## config.mk

```make
export PLATFORM = sky130hd
export DESIGN_NAME = contiguous_page_allocator_unit
export DESIGN_NICKNAME = d
export VERILOG_FILES = /design/src/hdl/cpa_pkg.sv /design/src/hdl/cpa_div.sv /design/src/hdl/cpa_cell.sv /design/src/hdl/contiguous_page_allocator_unit.sv
export SDC_FILE = /design/constraint.sdc
export NUM_CORES = 2
export LEC_CHECK = 0
export CORE_ASPECT_RATIO = 2
export CORE_MARGIN = 3
export CORE_UTILIZATION = 47
export CTS_CLUSTER_DIAMETER = 40
export DETAILED_ROUTE_END_ITERATION = 8
export DONT_BUFFER_PORTS = 1
export SYNTH_ARGS = -nofsm -noshare
export SYNTH_HDL_FRONTEND = slang
export SYNTH_SLANG_ARGS = --single-unit
```

## constraint.sdc

```tcl
create_clock -name clk -period 4.4 [get_ports clk]
set_clock_uncertainty 0.2 [all_clocks]
set_input_delay 0.44 -clock clk [delete_from_list [all_inputs] [get_ports clk]]
set_output_delay 0.44 -clock clk [all_outputs]
set_load 0.01 [all_outputs]
```

## src/hdl/cpa_pkg.sv

```systemverilog
// Shared types and constants of the contiguous page allocator.
// No dependencies; used by cpa_div, cpa_cell and the top level.
`timescale 1ns / 1ps
`default_nettype none

package cpa_pkg;

	// Page map size and the index/count widths that follow from it
	localparam int MAX_PAGES = 64;
	localparam int IDX_W     = $clog2(MAX_PAGES);
	localparam int CNT_W     = $clog2(MAX_PAGES + 1);

	// Field widths
	localparam int TIME_W  = 16;
	localparam int OWNER_W = 16;
	localparam int BYTES_W = 18;
	localparam int PSIZE_W = 13;
	localparam int PUSE_W  = 7;
	localparam int FIRST_W = 6;
	localparam int COUNT_W = 7;

	// Divider: dividend is bytes + page size - 1
	localparam int DVD_W   = BYTES_W + 1;
	localparam int STEP_W  = $clog2(DVD_W + 1);

	// Register reset values and byte addresses
	localparam logic [PSIZE_W-1:0] PG_SIZE_RST      = PSIZE_W'(100);
	localparam logic [PUSE_W-1:0]  PAGES_IN_USE_RST = PUSE_W'(64);
	localparam int ADDR_W = 3;
	localparam logic REG_PG_SIZE      = 1'b0;
	localparam logic REG_PAGES_IN_USE = 1'b1;

	// Input kinds carried on tuser
	localparam logic CMD_TICK  = 1'b0;
	localparam logic CMD_ALLOC = 1'b1;

	// Data handed from one cell to the next during a scan
	typedef struct packed {
		logic             tok;
		logic [CNT_W-1:0] run;
		logic             found;
		logic [IDX_W-1:0] end_idx;
	} link_t;

	// Broadcast controls from the sequencer to every cell
	typedef struct packed {
		logic               tick_en;
		logic [TIME_W-1:0]  now;
		logic               mark_en;
		logic [IDX_W-1:0]   mark_first;
		logic [IDX_W-1:0]   mark_last;
		logic [OWNER_W-1:0] owner;
		logic [TIME_W-1:0]  rel;
		logic [CNT_W-1:0]   need;
		logic [CNT_W-1:0]   limit;
	} cell_ctl_t;

endpackage

`default_nettype wire

```

## src/hdl/cpa_div.sv

```systemverilog
// Restoring divider, one quotient bit per cycle.
// Depends on cpa_pkg for the dividend and divisor widths.
`timescale 1ns / 1ps
`default_nettype none

module cpa_div import cpa_pkg::*; (
	input  wire logic               clk,
	input  wire logic               arst_n,
	input  wire logic               start,
	input  wire logic [DVD_W-1:0]   dividend,
	input  wire logic [PSIZE_W-1:0] divisor,
	output logic                    done,
	output logic [DVD_W-1:0]        quotient
);

	logic               busy_q;
	logic               done_q;
	logic [STEP_W-1:0]  cnt_q;
	logic [DVD_W-1:0]   dvd_q;
	logic [PSIZE_W-1:0] rem_q;
	logic [PSIZE_W-1:0] dvr_q;
	logic [PSIZE_W:0]   trial;
	logic               qbit;

	// Shift in the next dividend bit and try the subtraction
	assign trial = {rem_q, dvd_q[DVD_W-1]};
	assign qbit  = (trial >= {1'b0, dvr_q});

	// Sequence the steps
	always_ff @(posedge clk or negedge arst_n) begin
		if (!arst_n) begin
			busy_q <= 1'b0;
			done_q <= 1'b0;
			cnt_q  <= '0;
		end else begin
			done_q <= 1'b0;
			if (start) begin
				busy_q <= 1'b1;
				cnt_q  <= STEP_W'(DVD_W);
			end else if (busy_q) begin
				cnt_q <= cnt_q - STEP_W'(1);
				if (cnt_q == STEP_W'(1)) begin
					busy_q <= 1'b0;
					done_q <= 1'b1;
				end
			end
		end
	end

	// Remainder and quotient
	always_ff @(posedge clk) begin
		if (start) begin
			dvd_q <= dividend;
			dvr_q <= divisor;
			rem_q <= '0;
		end else if (busy_q) begin
			rem_q <= qbit ? PSIZE_W'(trial - {1'b0, dvr_q}) : PSIZE_W'(trial);
			dvd_q <= {dvd_q[DVD_W-2:0], qbit};
		end
	end

	assign done     = done_q;
	assign quotient = dvd_q;

endmodule

`default_nettype wire

```

## src/hdl/cpa_cell.sv

```systemverilog
// One page of the map: free mark, release time, owner and a scan stage.
// Depends on cpa_pkg for link_t and cell_ctl_t.
`timescale 1ns / 1ps
`default_nettype none

module cpa_cell import cpa_pkg::*; (
	input  wire logic             clk,
	input  wire logic             arst_n,
	input  wire logic [IDX_W-1:0] idx,
	input  wire cell_ctl_t        ctl,
	input  wire link_t            link_in,
	output link_t                 link_out
);

	logic               free_q;
	logic [TIME_W-1:0]  rel_q;
	logic [OWNER_W-1:0] owner_q;
	logic               tok_q;
	logic               found_q;
	logic [CNT_W-1:0]   run_q;
	logic [IDX_W-1:0]   end_q;

	logic             hit;
	logic             in_range;
	logic [CNT_W-1:0] run_next;

	assign hit      = (idx >= ctl.mark_first) && (idx <= ctl.mark_last);
	assign in_range = (CNT_W'(idx) < ctl.limit);

	// Extend the free run, break it on a taken or unmanaged page or once found
	assign run_next = (!link_in.found && free_q && in_range) ?
		link_in.run + CNT_W'(1) : '0;

	// Free on a matching tick, take on a mark
	always_ff @(posedge clk or negedge arst_n) begin
		if (!arst_n) begin
			free_q <= 1'b1;
		end else if (ctl.tick_en && !free_q && rel_q == ctl.now) begin
			free_q <= 1'b1;
		end else if (ctl.mark_en && hit) begin
			free_q <= 1'b0;
		end
	end

	// Record the page's owner and release time
	always_ff @(posedge clk) begin
		if (ctl.mark_en && hit) begin
			rel_q   <= ctl.rel;
			owner_q <= ctl.owner;
		end
	end

	// Pass the scan token and its flags on
	always_ff @(posedge clk or negedge arst_n) begin
		if (!arst_n) begin
			tok_q   <= 1'b0;
			found_q <= 1'b0;
		end else begin
			tok_q <= link_in.tok;
			if (link_in.tok) begin
				found_q <= link_in.found || (run_next == ctl.need);
			end
		end
	end

	// Scan payload
	always_ff @(posedge clk) begin
		if (link_in.tok) begin
			run_q <= run_next;
			end_q <= link_in.found ? link_in.end_idx : idx;
		end
	end

	assign link_out.tok     = tok_q;
	assign link_out.run     = run_q;
	assign link_out.found   = found_q;
	assign link_out.end_idx = end_q;

endmodule

`default_nettype wire

```

## src/hdl/contiguous_page_allocator_unit.sv

```systemverilog
// Top level of the first-fit contiguous page allocator: sequencer, APB registers,
// output register, divider and the row of page cells.
// Depends on cpa_pkg, cpa_div and cpa_cell.
`timescale 1ns / 1ps
`default_nettype none

//  channel  | direction | handshake               | payload
//  s_*      | in        | s_tvalid / s_tready     | tuser command, tdata request fields
//  m_*      | out       | m_tvalid / m_tready     | tuser granted, tdata first_page, page_count
//  APB      | in        | psel, penable, pready=1 | page size, pages_in_use
//
// A tick item goes straight to the result step: the cells free matching pages at acceptance.
// A granted allocate item runs through 19 divider steps, a check step, one token pass
// down the cell row (one cell a cycle), then a marking step.
// An allocate item that finds no run goes from the scan straight to the result step.
// A request larger than the managed pages fails at the check step, without a scan.
// Reset frees all pages at once. A new item is taken while a result waits on m_*;
// a stalled m_tready holds the sequencer in its result step.

module contiguous_page_allocator_unit import cpa_pkg::*; (
	input  wire logic               clk,
	input  wire logic               arst_n,
	// input items
	input  wire logic               s_tvalid,
	output logic                    s_tready,
	input  wire logic [71:0]        s_tdata,  // now_time, owner, memory_needed, release time
	input  wire logic               s_tuser,  // command
	// results
	output logic                    m_tvalid,
	input  wire logic               m_tready,
	output logic [15:0]             m_tdata,  // first_page, page_count
	output logic                    m_tuser,  // granted
	// configuration
	input  wire logic               psel,
	input  wire logic               penable,
	input  wire logic               pwrite,
	input  wire logic [ADDR_W-1:0]  paddr,
	input  wire logic [31:0]        pwdata,
	output logic [31:0]             prdata,
	output logic                    pready
);

	typedef enum logic [5:0] {
		ST_IDLE  = 6'b000001,
		ST_DIV   = 6'b000010,
		ST_CHECK = 6'b000100,
		ST_SCAN  = 6'b001000,
		ST_MARK  = 6'b010000,
		ST_DONE  = 6'b100000
	} state_t;

	state_t state_q;

	logic [PSIZE_W-1:0] pg_size_q;
	logic [PUSE_W-1:0]  pages_in_use_q;
	logic [PSIZE_W-1:0] psz;
	logic [CNT_W-1:0]   limit;

	logic [TIME_W-1:0]  in_now;
	logic [OWNER_W-1:0] in_owner;
	logic [BYTES_W-1:0] in_bytes;
	logic [TIME_W-1:0]  in_rel;

	logic [OWNER_W-1:0] owner_q;
	logic [TIME_W-1:0]  rel_q;
	logic [CNT_W-1:0]   need_q;
	logic [IDX_W-1:0]   first_q;
	logic [IDX_W-1:0]   last_q;
	logic               res_granted_q;

	logic               accept;
	logic               div_start;
	logic               div_done;
	logic [DVD_W-1:0]   dividend;
	logic [DVD_W-1:0]   quotient;
	logic [DVD_W-1:0]   need_raw;
	logic               need_ok;
	logic               out_load;

	cell_ctl_t          ctl;
	link_t              link [MAX_PAGES+1];

	// Unpack the request
	assign in_now   = s_tdata[15:0];
	assign in_owner = s_tdata[31:16];
	assign in_bytes = s_tdata[49:32];
	assign in_rel   = s_tdata[65:50];

	assign s_tready = (state_q == ST_IDLE);
	assign accept   = s_tvalid && s_tready;

	// Configuration registers
	assign pready = 1'b1;
	always_ff @(posedge clk or negedge arst_n) begin
		if (!arst_n) begin
			pg_size_q      <= PG_SIZE_RST;
			pages_in_use_q <= PAGES_IN_USE_RST;
		end else if (psel && penable && pwrite) begin
			if (paddr[2] == REG_PG_SIZE) begin
				pg_size_q <= pwdata[PSIZE_W-1:0];
			end else begin
				pages_in_use_q <= pwdata[PUSE_W-1:0];
			end
		end
	end

	assign prdata = (paddr[2] == REG_PAGES_IN_USE) ?
		{{(32-PUSE_W){1'b0}}, pages_in_use_q} : {{(32-PSIZE_W){1'b0}}, pg_size_q};

	// Clamp page size and managed page count
	assign psz = (pg_size_q == '0) ? PSIZE_W'(1) : pg_size_q;
	always_comb begin
		if (32'(pages_in_use_q) > MAX_PAGES) begin
			limit = CNT_W'(MAX_PAGES);
		end else begin
			limit = CNT_W'(pages_in_use_q);
		end
	end

	// Page count: ceil(bytes / page size)
	assign div_start = accept && (s_tuser == CMD_ALLOC);
	assign dividend  = DVD_W'(in_bytes) + DVD_W'(psz) - DVD_W'(1);

	cpa_div u_div (
		.clk      (clk),
		.arst_n   (arst_n),
		.start    (div_start),
		.dividend (dividend),
		.divisor  (psz),
		.done     (div_done),
		.quotient (quotient)
	);

	assign need_raw = (quotient == '0) ? DVD_W'(1) : quotient;
	assign need_ok  = (32'(need_raw) <= 32'(limit));

	// Broadcast controls
	always_comb begin
		ctl.tick_en    = accept && (s_tuser == CMD_TICK);
		ctl.now        = in_now;
		ctl.mark_en    = (state_q == ST_MARK);
		ctl.mark_first = first_q;
		ctl.mark_last  = last_q;
		ctl.owner      = owner_q;
		ctl.rel        = rel_q;
		ctl.need       = need_q;
		ctl.limit      = limit;
	end

	// Seed the scan token at the head of the row
	assign link[0].tok     = (state_q == ST_CHECK) && need_ok;
	assign link[0].run     = '0;
	assign link[0].found   = 1'b0;
	assign link[0].end_idx = '0;

	for (genvar i = 0; i < MAX_PAGES; i++) begin : g_cell
		cpa_cell u_cell (
			.clk      (clk),
			.arst_n   (arst_n),
			.idx      (IDX_W'(i)),
			.ctl      (ctl),
			.link_in  (link[i]),
			.link_out (link[i+1])
		);
	end

	assign out_load = (state_q == ST_DONE) && (!m_tvalid || m_tready);

	// Sequencer
	always_ff @(posedge clk or negedge arst_n) begin
		if (!arst_n) begin
			state_q       <= ST_IDLE;
			res_granted_q <= 1'b0;
		end else begin
			case (state_q)
				ST_IDLE: begin
					if (accept) begin
						res_granted_q <= 1'b0;
						state_q       <= (s_tuser == CMD_ALLOC) ? ST_DIV : ST_DONE;
					end
				end
				ST_DIV: begin
					if (div_done) begin
						state_q <= ST_CHECK;
					end
				end
				ST_CHECK: begin
					state_q <= need_ok ? ST_SCAN : ST_DONE;
				end
				ST_SCAN: begin
					if (link[MAX_PAGES].tok) begin
						state_q <= link[MAX_PAGES].found ? ST_MARK : ST_DONE;
					end
				end
				ST_MARK: begin
					res_granted_q <= 1'b1;
					state_q       <= ST_DONE;
				end
				ST_DONE: begin
					if (out_load) begin
						state_q <= ST_IDLE;
					end
				end
				default: begin
					state_q <= ST_IDLE;
				end
			endcase
		end
	end

	// Request payload and the run bounds; hold the page count ready before the scan
	always_ff @(posedge clk) begin
		if (accept) begin
			owner_q <= in_owner;
			rel_q   <= in_rel;
		end
		if (state_q == ST_DIV && div_done) begin
			need_q <= CNT_W'(need_raw);
		end
		if (state_q == ST_SCAN && link[MAX_PAGES].tok) begin
			last_q  <= link[MAX_PAGES].end_idx;
			first_q <= IDX_W'(CNT_W'(link[MAX_PAGES].end_idx) + CNT_W'(1) - need_q);
		end
	end

	// Output register
	always_ff @(posedge clk or negedge arst_n) begin
		if (!arst_n) begin
			m_tvalid <= 1'b0;
		end else if (out_load) begin
			m_tvalid <= 1'b1;
		end else if (m_tready) begin
			m_tvalid <= 1'b0;
		end
	end

	always_ff @(posedge clk) begin
		if (out_load) begin
			m_tuser <= res_granted_q;
			m_tdata <= {3'b000,
				res_granted_q ? COUNT_W'(need_q) : COUNT_W'(0),
				res_granted_q ? FIRST_W'(first_q) : FIRST_W'(0)};
		end
	end

	// The divider finishes only while the sequencer waits for it
	a_div_done: assert property (@(posedge clk) disable iff (!arst_n)
		div_done |-> state_q == ST_DIV)
		else $error("divider done outside the divide step");

	// The scan token leaves the row only during a scan
	a_tok_out: assert property (@(posedge clk) disable iff (!arst_n)
		link[MAX_PAGES].tok |-> state_q == ST_SCAN)
		else $error("scan token out of the row outside a scan");

	// A stalled result keeps the sequencer waiting
	a_hold: assert property (@(posedge clk) disable iff (!arst_n)
		(state_q == ST_DONE && m_tvalid && !m_tready) |=> state_q == ST_DONE)
		else $error("sequencer left the result step while the output stalled");

	// A grant always reports a nonempty run
	a_grant: assert property (@(posedge clk) disable iff (!arst_n)
		(out_load && res_granted_q) |-> need_q != '0)
		else $error("grant with an empty run");

endmodule

`default_nettype wire
```

; Word-level counts from Yosys, hierarchy flattened
; Cells that the tools add are included.
[word_totals]
reg_bits = 2107
out_inout_bits = 52
[classes]
addsub = 69
magnitude_cmp = 195
eq_ne = 139
mux = 219
bitwise = 2
n_reduce_logical = 657
[ops]
columns = operator, count
row1 = 16-bit == test, 64
row2 = 7-bit two-way mux, 64
row3 = "7-bit by 1-bit adder with 7-bit output, second input constant", 63
row4 = 7-bit == test, 63
row5 = 1-bit logical AND, 392
row6 = "6-bit by 7-bit less-than comparator with 1-bit output, first input constant", 32
row7 = "6-bit greater-or-equal comparator, first input constant", 32
row8 = "6-bit less-or-equal comparator, first input constant", 32
row9 = 1-bit two-way mux, 138
row10 = 2-bit nonzero test, 67
row11 = 1-bit zero test, 128
row12 = "5-bit by 7-bit less-than comparator with 1-bit output, first input constant", 16
row13 = "5-bit by 6-bit greater-or-equal comparator with 1-bit output, first input constant", 16
row14 = "5-bit by 6-bit less-or-equal comparator with 1-bit output, first input constant", 16
row15 = 1-bit logical OR, 64
row16 = 19-bit two-way mux, 3
row17 = "4-bit by 7-bit less-than comparator with 1-bit output, first input constant", 8
row18 = "4-bit by 6-bit greater-or-equal comparator with 1-bit output, first input constant", 8
row19 = "4-bit by 6-bit less-or-equal comparator with 1-bit output, first input constant", 8
row20 = 6-bit two-way mux, 7
row21 = 13-bit two-way mux, 3
row22 = 6-bit one-hot mux with 6 select lines, 1
row23 = "3-bit by 7-bit less-than comparator with 1-bit output, first input constant", 4
row24 = "3-bit by 6-bit greater-or-equal comparator with 1-bit output, first input constant", 4
row25 = 33 further kinds, 48

; Depth between registers and ports, before layout
[logic_depth]
word_depth = 7
ltp_mapped = 13
depth_no_buf = 13

; Cells and area by module
; Synthesis repeated with hierarchy kept, for this count alone.
[hier_totals]
hier_cells = 11692
area_unflattened_um2 = 136697.4
[modules_own_cells]
columns = module, instances, cells_each, area_each_um2, seq_area_each_um2
row1 = cpa_cell, 64, 171, 2009.4, 947.2
row2 = contiguous_page_allocator_unit, 1, 488, 5246.3, 2658.8
row3 = cpa_div, 1, 260, 2847.7, 1396.3

; Worst setup path before layout
; OpenSTA, ideal clock, no wires.
[synth_path]
path_type = reg-to-reg
from = register state_q[1]
to = register g_cell[53].u_cell.rel_q[0] (enable)
setup_time_ns = 0.483
arrival_ns = 3.992
slack_ns = -0.276
path_stages_with_launch = 6
path_buffers = 0
period_less_slack_ns = 4.676
cell_sequence = dfrtp_1 nor4_1 nand3b_1 nor2_1 nand2_1 a2111oi_0
[synth_via]
elab_chain_len = 2
[synth_rtl]
columns = item, line_no
row1 = from (decl), contiguous_page_allocator_unit.sv:52  ; state_t state_q;
row2 = from (signal assigned), contiguous_page_allocator_unit.sv:179  ; state_q <= (s_tuser == CMD_ALLOC) ? ST_DIV : ST_DONE;
row3 = from (signal assigned), contiguous_page_allocator_unit.sv:188  ; state_q <= need_ok ? ST_SCAN : ST_DONE;
row4 = from (signal assigned), contiguous_page_allocator_unit.sv:192  ; state_q <= link[MAX_PAGES].found ? ST_MARK : ST_DONE;
row5 = 6-bit by 5-bit == test with 1-bit output, contiguous_page_allocator_unit.sv:141  ; ctl.mark_en = (state_q == ST_MARK);
row6 = 1-bit logical AND, cpa_cell.sv:47  ; if (ctl.mark_en && hit) begin
row7 = to (signal assigned), cpa_cell.sv:48  ; rel_q <= ctl.rel;
row8 = to (decl), cpa_cell.sv:16  ; logic [TIME_W-1:0] rel_q;
; No other way between the ends.
; A chain may end at the register's enable or synchronous reset.

; Worst setup path after layout
[layout_path]
from = register pg_size_q[8]
to = register u_div.dvd_q[14] (netlist: u_div.quotient[14]) (data pin)
[layout_via]
elab_chain_len = 5
[layout_rtl]
columns = item, line_no
row1 = from (decl), contiguous_page_allocator_unit.sv:54  ; logic [PSIZE_W-1:0] pg_size_q;
row2 = from (signal assigned), contiguous_page_allocator_unit.sv:100  ; pg_size_q <= pwdata[PSIZE_W-1:0];
row3 = 13-bit zero test, contiguous_page_allocator_unit.sv:111  ; assign psz = (pg_size_q == '0) ? PSIZE_W'(1) : pg_size_q;
row4 = 13-bit two-way mux *, contiguous_page_allocator_unit.sv:111
row5 = 18-bit by 13-bit adder with 19-bit output *, contiguous_page_allocator_unit.sv:122  ; assign dividend = DVD_W'(in_bytes) + DVD_W'(psz) - DVD_W'(1);
row6 = 19-bit by 1-bit subtractor with 19-bit output *, contiguous_page_allocator_unit.sv:122
row7 = 19-bit two-way mux *, cpa_div.sv:52  ; if (start) begin
row8 = to (signal assigned), cpa_div.sv:53  ; dvd_q <= dividend;
row9 = to (signal assigned), cpa_div.sv:58  ; dvd_q <= {dvd_q[DVD_W-2:0], qbit};
row10 = to (decl), cpa_div.sv:19  ; logic [DVD_W-1:0] dvd_q;
; Mark *: on every way between the ends. The rest lies on a longest branch, timed or not.

==> impl_metrics.json <==
{
  "cts_sinks": 2086,
  "leakage_nw": 38.82,
  "area_growth_pct": 12.17,
  "routed_wl_mm": 345.8,
  "critPathMaxFanout": 4,
  "synth_area_um2": 100200,
  "crit_required_ps": 4720,
  "period_needed_ps": 4023,
  "drv_slew": 0,
  "detail-route-antenna-nets": 0,
  "grt.total_usage": 0.3103,
  "port_buffers": 0,
  "clockPowerShare": 0.380,
  "synth_top_area_frac": 0.5532,
  "postLayoutCellArea_um2": 112400,
  "synth.most_common_cell": "edfxtp_1",
  "place_ws_ps": 427.3,
  "cts_buffers": 202,
  "vias": 67309,
  "gr-total-overflow": 0,
  "fin_crit_sh": 0.9144,
  "worst_ep_arrival_time_ps": 4350,
  "chipHeight_um": 659.0,
  "cap_violations": 0,
  "start_util": 0.4726,
  "gp_congestion": 0.9458,
  "worstSetupStartpointType": "register",
  "intPower_mw": 34.75,
  "drt_first_pass_iters": 6,
  "multiInputGateArea_um2": 36370,
  "yosysSeqAreaShare": 0.6134,
  "p_sw_mw": 13.00,
  "grt_max_degree": 228,
  "worstSetupPathType": "reg -> reg",
  "yosys.area.top_type": "edfxtp_1",
  "worstMarginPinSlew_ps": 1278,
  "p_seq_frac": 0.483,
  "synth.avg_cell_area_um2": 12.49,
  "layout-drive-gt1-share": 0.09807,
  "holdBufCountCts": 102,
  "ys.flop_type": "edfxtp_1",
  "yosys_warnings": 0,
  "combPwrFrac": 0.137,
  "ys_types": 98,
  "placed_cell_area_um2": 104200,
  "drcViolationCount": 0,
  "power.density_nw_per_um2": 424.9,
  "violations": "negative hold slack",
  "yosys-top-cells-area": "edfxtp_1 55%, xor2_1 8.8%, xnor2_1 5.1%, dfrtp_1 3.9%, nor2_1 2.5%",
  "synth_edf_count": 1846,
  "fin_nets": 8428,
  "status": "finished with violations",
  "nFillCells": 17844,
  "final.setup.tns_ps": 0,
  "drt_iter0_markers": 5940,
  "fin_ws_ps": 376.6,
  "clock_latency_ps": 890,
  "grt_pass1_wl_mm": 484.9,
  "switching_share": 0.2722,
  "die_area_um2": 219100,
  "synth_commonest_cells": "1846 x edfxtp_1, 1006 x xor2_1, 677 x nor2_1",
  "critPathCaptureType": "register",
  "io_pins": 167,
  "vias_per_cell": 6.043,
  "finalSetupViolCount": 0,
  "ys_async_sr_fraction": 0.1088,
  "cts-htree-levels": 4,
  "core_area_um2": 212000,
  "regArea_um2": 61460,
  "synthCells": 8024,
  "max_freq_mhz": 248.5,
  "ir_drop_uv": 599.2,
  "cts_root_buffer": "clkbuf_16",
  "rows": 239,
  "grt_pass1_vias": 67798,
  "grt_antenna_before_repair": 27,
  "hpwl_mm": 219.6,
  "holdWs_ps": -931.7,
  "cts_tree": "built",
  "rsz0062_at_grt": "false",
  "wl_per_cell_um": 31.05,
  "clock_path_buffers": 4,
  "final_util": 0.5301,
  "relSlewSlack": 0.1481,
  "hp-class": "in -> async",
  "finalHoldViolCount": 227,
  "ys_seq_elements": 2086,
  "clk_pin_slew_ps": 60,
  "fp.dieW_um": 332.5
}
[path summary, 6_finish.rpt]
kind,startpoint,endpoint,slack [ps],cells after the start
max,pg_size_q[8]$_DFFE_PN0P_,u_div.quotient[14]$_DFFE_PP_,380,14
min,arst_n,g_cell[10].u_cell.found_q$_DFFE_PN0P_,-930,0
max reg2reg,pg_size_q[8]$_DFFE_PN0P_,u_div.quotient[14]$_DFFE_PP_,380,14
min reg2reg,g_cell[31].u_cell.end_q[4]$_SDFFCE_PN1P_,g_cell[32].u_cell.end_q[4]$_SDFFCE_PN0P_,280,1
max in group asynchronous,arst_n,g_cell[54].u_cell.tok_q$_DFF_PN0_,4050,0
min in group clk,s_tdata[8],g_cell[9].u_cell.free_q$_DFFE_PN1P_,20,5
[cell usage in the layout (no fill, tap or decap), types with 51 or more instances in the layout]
master	n
nor4_1	167
nor4_2	62
ha_1	123
nand3_1	224
and3_1	66
nand4_1	154
dfstp_2	69
xnor2_1	587
nand2_1	323
mux2i_1	52
edfxtp_1	1846
and2_1	173
xor2_1	1006
a31oi_1	98
inv_1	254
o21ai_0	199
a21oi_1	243
o21ai_1	51
dfrtp_1	158
dlygate4sd3_1	86
nand2b_1	213
nor2_1	677
o22ai_1	62
buf_4	220
clkbuf_16	207
nor3_1	184
[cells by family (layout without fill, tap and decap cells)]
logic type                 count (synthesis)  in the layout  synth area share
adders and majority gates                126            126           0.01596
other                                      2             40        0.00007495
muxes                                     76             76          0.008004
and+or+nand+nor                         2422           2422            0.1268
DFF                                     2086           2086            0.6134
AOI/OAI and AO/OA                       1056           1056           0.06926
buffers and inverters                    661            967           0.02682
xor gates and xnor gates                1595           1595            0.1397
[power groups by stage]
stage	Sequential (mW)	Combinational, mW	Clock (mW)
2_1_floorplan	23.5	3.63	0
4_1_cts	23.0	6.51	18.4
5_1_grt	23.1	6.99	19.1
6_report	23.0	6.56	18.1
3_3_place_gp	23.4	5.91	0
3_5_place_dp	23.5	6.01	0
[registers in the layout, summed over array words and instances, names as in the netlist, 7 cells and up]
name,flops
g_cell.u_cell.found_q,64
g_cell.u_cell.rel_q,1024
g_cell.u_cell.tok_q,64
pages_in_use_q,7
pg_size_q,13
m_tdata,13
g_cell.u_cell.run_q,420
u_div.rem_q,13
u_div.dvr_q,13
need_q,7
rel_q,16
u_div.quotient,19
g_cell.u_cell.end_q,321
g_cell.u_cell.free_q,64
[worst max-delay path, stage by stage, from the launching register on]
cell	delay [ps]
dfrtp_1	400
nor4_1	870
buf_4	230
a31oi_1	110
ha_1	220
inv_1	50
ha_1	200
a211oi_1	90
o21bai_1	230
buf_4	170
a31oi_1	140
o21ai_0	340
a311oi_1	160
xor2_1	150
o21ai_0	90
[cell type report]
class / count / area share
antenna: 17 / 0.0003785
clock buffer: 252 / 0.04893
clock inverter: 116 / 0.01177
inverter: 262 / 0.008750
multi-input combinational: 5298 / 0.3236
sequential: 2086 / 0.5468
tap: 2771 / 0.03085
timing repair buffer: 337 / 0.02894
[routing by layer]
metal	global-route usage	up-vias	wire length [um]
met4	0.2480	16	32750
met5	0	-	108
li1	-	29353	-
met3	0.05247	1098	20780
met2	0.5565	2629	176800
met1	0.3182	34213	115400
[stage by stage]
step / total power [mW] / instances
global placement: 29.35 / 10652
finish: 47.75 / 11139
global route: 49.10 / 11123
CTS: 47.91 / 11122
floorplan: 27.13 / 8045
detailed placement: 29.47 / 10652
[repair_timing]
action,in CTS,in global routing
resized for setup,0,0
setup buffers,0,0
hold endpoints to repair,361,227
setup endpoints to repair,0,0
Power figures use the tool's default switching activity.
